<file path="config.mk">
export PLATFORM = sky130hd
export DESIGN_NAME = spq_front
export DESIGN_NICKNAME = d
export VERILOG_FILES = /design/src/hdl/spq_pkg.sv /design/src/hdl/spq_front.sv
export SDC_FILE = /design/constraint.sdc
export NUM_CORES = 1
export LEC_CHECK = 0
export BUFFER_PORTS_ARGS = -buffer_cell sky130_fd_sc_hd__buf_2
export CAP_MARGIN = 10
export CORE_ASPECT_RATIO = 1.4
export CORE_MARGIN = 2
export CORE_UTILIZATION = 40
export CTS_BUF_LIST = sky130_fd_sc_hd__clkbuf_8 sky130_fd_sc_hd__clkbuf_16
export DETAILED_ROUTE_END_ITERATION = 8
export GPL_TIMING_DRIVEN = 0
export PLACE_DENSITY_LB_ADDON = 0.25
export SLEW_MARGIN = 20
export SYNTH_ARGS = -nofsm -noshare
export SYNTH_HDL_FRONTEND = slang
export SYNTH_SLANG_ARGS = --single-unit
</file>
<file path="constraint.sdc">
create_clock -name clk -period 4.7 [get_ports clk]
set_input_delay 0.47 -clock clk [delete_from_list [all_inputs] [get_ports clk]]
set_output_delay 0.47 -clock clk [all_outputs]
set_load 0.01 [all_outputs]
</file>
<file path="src/hdl/spq_pkg.sv">
`default_nettype none
package spq_pkg;
	localparam int unsigned MaxTracksDef    = 1024;
	localparam int unsigned HistoryDepthDef = 16;
	localparam logic [31:0] SeedDefault     = 32'h9E37_79B9;
	localparam int unsigned TrackW          = 10;
	localparam int unsigned CountW          = 11;
	localparam int unsigned FillW           = 5;

	typedef enum logic [2:0] {
		OP_RESTART = 3'd0,
		OP_ADVANCE = 3'd1,
		OP_PREVIOUS = 3'd2,
		OP_RETREAT = 3'd3,
		OP_SET_SHUFFLE = 3'd4
	} opcode_t;

	localparam logic [0:0] REG_TRACK_COUNT = 1'b0;
	localparam logic [0:0] REG_RANDOM_SEED = 1'b1;

	// One queued command word between the front and the back part.
	typedef struct packed {
		logic [2:0]        opcode;
		logic [TrackW-1:0] start_index;
		logic              wrap;
		logic              shuffle_on;
		logic              new_round;
	} cmd_t;

	// Result word.
	typedef struct packed {
		logic              ok;
		logic              has_track;
		logic [TrackW-1:0] current_track;
		logic [TrackW-1:0] cursor_pos;
		logic              shuffle_state;
		logic [FillW-1:0]  history_len;
	} res_t;

	typedef enum logic [4:0] {
		ST_IDLE,
		ST_DECODE,
		ST_RD_CUR,      // fetch order_table[cursor]
		ST_RD_CUR_W,
		ST_SEQ,         // sequential fill sweep
		ST_SWAP0,       // place current track first (new round)
		ST_SHUF_RND,    // draw random for shuffle step
		ST_SHUF_MUL,
		ST_SHUF_RDA,
		ST_SHUF_RDB,
		ST_SHUF_WRA,
		ST_SHUF_WRB,
		ST_FIX_CHK,     // wrap round: avoid finished track first
		ST_FIX_RND,
		ST_FIX_MUL,
		ST_FIX_RD,
		ST_FIX_WR0,
		ST_FIX_WRB,
		ST_SEARCH,      // scan table for popped track
		ST_SEARCH_W,
		ST_FINAL,       // fetch track at cursor for report
		ST_FINAL_W,
		ST_REPORT
	} bstate_t;

	function automatic logic [31:0] xorshift_next(input logic [31:0] s);
		logic [31:0] v;
		v = s;
		v = v ^ (v << 13);
		v = v ^ (v >> 17);
		v = v ^ (v << 5);
		return (v == 32'd0) ? SeedDefault : v;
	endfunction
endpackage
`default_nettype wire

</file>
<file path="src/hdl/spq_front.sv">
`default_nettype none
module spq_front (
	input  wire logic          clk,
	input  wire logic          arst_n,
	input  wire logic          s_tvalid,
	output logic               s_tready,
	input  wire logic [15:0]   s_tdata,
	output logic               q_valid,
	input  wire logic          q_ready,
	output spq_pkg::cmd_t      q_cmd
);
	import spq_pkg::*;

	// Two-entry queue of unpacked commands.
	cmd_t     mem_q [2];
	logic     wp_q, rp_q;
	logic [1:0] cnt_q;
	cmd_t     in_cmd;

	always_comb begin
		in_cmd.opcode      = s_tdata[2:0];
		in_cmd.start_index = s_tdata[12:3];
		in_cmd.wrap        = s_tdata[13];
		in_cmd.shuffle_on  = s_tdata[14];
		in_cmd.new_round   = s_tdata[15];
	end

	assign s_tready = (cnt_q != 2'd2);
	assign q_valid  = (cnt_q != 2'd0);
	assign q_cmd    = mem_q[rp_q];

	always_ff @(posedge clk) begin
		if (s_tvalid && s_tready) begin
			mem_q[wp_q] <= in_cmd;
		end
	end

	always_ff @(posedge clk or negedge arst_n) begin
		if (!arst_n) begin
			wp_q  <= 1'b0;
			rp_q  <= 1'b0;
			cnt_q <= 2'd0;
		end else begin
			if (s_tvalid && s_tready) wp_q <= ~wp_q;
			if (q_valid && q_ready) rp_q <= ~rp_q;
			cnt_q <= cnt_q + {1'b0, s_tvalid && s_tready} - {1'b0, q_valid && q_ready};
		end
	end
endmodule
`default_nettype wire

</file>
==> results.py <==
metrics = {
    "run_status": {
        "outcome": "finished clean",
    },
    "clocking": {
        "cts_tree": "built",
        "clk_path_buf_depth": 2,
        "cts_htree_levels": 2,
        "post-cts-setup-buffers": 0,
        "clock_latency_ps": 280,
        "cts_made_buffers": 5,
        "ctsHoldBuffers": 1,
        "path_clk_slew_ps": 70,
        "cts.sinks": 36,
        "root_buffer": "clkbuf_8",
        "cts_resized": 0,
    },
    "sta": {
        "rsz0062_at_grt": "no",
        "worst_slew_pin_slew_ps": 842.2,
        "holdWs_ps": 375.1,
        "skew_ps": 6.334,
        "finalHoldViolations": 0,
        "fmaxAchievable_mhz": 541.1,
        "drv_slew": 0,
        "period_minus_slack_ps": 1848,
        "finalCritPeriodShare": 0.3932,
        "finalSetupViolCount": 0,
        "slew_headroom": 0.4379,
        "setup_tns_ps": 0,
    },
    "floorplan": {
        "core_area_sq_um": 3316,
        "io_pins": 38,
        "die_w_microns": 53.33,
        "fp.dieH_microns": 73.06,
        "rows": 25,
        "die-area_sq_um": 3896,
        "start_util": 0.4109,
    },
    "place": {
        "place.gp.congestion": 0.6190,
        "port_buffers": 37,
        "hpwlAfterDp_mm": 1.481,
    },
    "power_and_ir_drop": {
        "powerDensity_nw_per_um2": 593.9,
        "p_leak_nw": 0.6656,
        "p_total_mw": 1.004,
        "irDropWorstVdd_mv": 0.4048,
    },
    "detailed_routing": {
        "drt-initial-drc-count": 16,
        "wl_met2_mm": 1.233,
        "viasPerCell": 4.686,
        "wl_met1_microns": 718,
        "firstDrtPassIters": 2,
        "ant_nets": 0,
        "avgRoutedWirePerCell_microns": 13.78,
        "routed_wl_mm": 2.109,
        "top_layer": "met4",
        "drc": 0,
        "wl_met3_microns": 140,
        "vias": 717,
    },
    "yosys": {
        "ys_warn_count": 0,
        "syn_avg_cell_area_sq_um": 20.34,
        "synth_cell_types": 14,
        "synth_fp_nets": 89,
        "ys_seq_area_frac": 0.7787,
        "syn_area_sq_um": 1363,
        "syn_inst": 67,
        "synth_seq_cells": 36,
    },
    "global_routing": {
        "grt_pass1_vias": 751,
        "antenna_found_initial": 0,
        "grt_max_degree": 17,
        "overflow": 0,
        "grt_pass1_wl_mm": 3.332,
        "grt.total_usage": 0.1256,
    },
    "worst_setup_path": {
        "cp_cell_sequence": "buf_6, buf_6, mux2_2, buf_2",
        "arrival_ps": 1380,
        "slowest_delay_ps": 340,
        "path_class": "reg -> out",
        "cp_max_fo": 10,
        "crit_top_cell": "buf_6",
        "crit_required_ps": 4230,
        "start_kind": "flip-flop",
        "slowest_stage": "dfrtp_1",
        "cp-end-kind": "output port",
    },
    "layout": {
        "area_growth_pct": 24.06,
        "fin_nets": 134,
        "drive_gt1_frac": 0.5487,
        "n_fill_cell": 315,
        "insertedDiodeCount": 0,
    },
    "hold_path": {
        "holdCritPathClass": "in -> reg",
    },
    "job": {
        "drv_cap": 0,
    },
}
-- routing by layer --
metal / track usage / up-vias
li1: - / 340
met1: 0.1274 / 352
met2: 0.2167 / 23
met3: 0.05738 / 2
met4: 0.05128 / 0
met5: 0 / -
-- critical path: cells and delay by family, from the launching register on --
kind,cells,cell delay [ps]
buf+inv,3,440
mux,1,340
flops,1,340
-- report_power, final --
group / leakage, nW / total, mW / internal [mW] / switching [mW]
Clock: 0.0482 / 0.196 / 0.0986 / 0.0970
Combinational: 0.274 / 0.339 / 0.169 / 0.170
Sequential: 0.344 / 0.469 / 0.444 / 0.0252
-- path summary, 6_finish.rpt --
check,startpoint,endpoint,slack (ps),cells after the start
min reg2reg,wp_q,wp_q,520,1
max,rp_q,q_cmd[6],2850,4
max in group asynchronous,arst_n,rp_q,4040,2
min,s_tdata[3],mem_q[0][3],380,1
min in group asynchronous,arst_n,cnt_q[1],530,2
max reg2reg,cnt_q[1],cnt_q[1],3000,7
-- cells in the mapped netlist --
| library cell | instances | share of area |
|---|---|---|
| and2_4 | 1 | 0.0064 |
| and3_1 | 1 | 0.0046 |
| buf_6 | 2 | 0.017 |
| dfrtp_1 | 4 | 0.073 |
| edfxtp_1 | 32 | 0.71 |
| ha_1 | 2 | 0.018 |
| inv_1 | 1 | 0.0028 |
| mux2_2 | 16 | 0.13 |
| nand2_1 | 1 | 0.0028 |
| nand2b_1 | 1 | 0.0046 |
| nor2_1 | 1 | 0.0028 |
| or2_1 | 1 | 0.0046 |
| xnor2_1 | 3 | 0.019 |
| xor2_1 | 1 | 0.0064 |
-- cells by family (layout without fill, tap and decap cells) --
kind of cell | count (synthesis) | after routing | share of synthesized area
simple gates | 6 | 6 | 0.02572
mux | 16 | 16 | 0.1322
flops | 36 | 36 | 0.7787
buf+inv | 3 | 49 | 0.01928
fa+ha+maj | 2 | 2 | 0.01836
xor+xnor | 4 | 4 | 0.02572
-- sequential cells by signal (all words and copies together), names as in the netlist --
name / count
cnt_q: 2
rp_q: 1
mem_q: 32
wp_q: 1
-- final cells by class --
cell class,count,area (sq um),share of cell area
sequential,36,1061,0.6277
clock inverter,3,11.26,0.006662
tap,40,50.05,0.02961
timing repair buffer,38,195.2,0.1155
clock buffer,5,68.82,0.04071
multi-input combinational,28,277.8,0.1643
buffer,2,22.52,0.01332
inverter,1,3.754,0.002221
-- through the flow --
step / cell area (sq um) / utilization / cells / worst slack (ps)
after floorplan: 1363 / - / 67 / 2956
after global placement: 1598 / 0.4819 / 144 / 2585
after detailed placement: 1600 / 0.4826 / 144 / 2938
after CTS: 1690 / 0.5098 / 153 / 2814
after global routing: 1690 / 0.5098 / 153 / 2757
final: 1690 / 0.5098 / 153 / 2852
-- placed cells by master (no fill, tap or decap), drive strengths merged --
master	instances
and2	1
and3	1
buf	39
clkbuf	5
clkinv	1
dfrtp	4
dlygate4sd3	1
edfxtp	32
ha	2
inv	3
mux2	16
nand2	1
nand2b	1
nor2	1
or2	1
xnor2	3
xor2	1
Power figures use the tool's default switching activity.
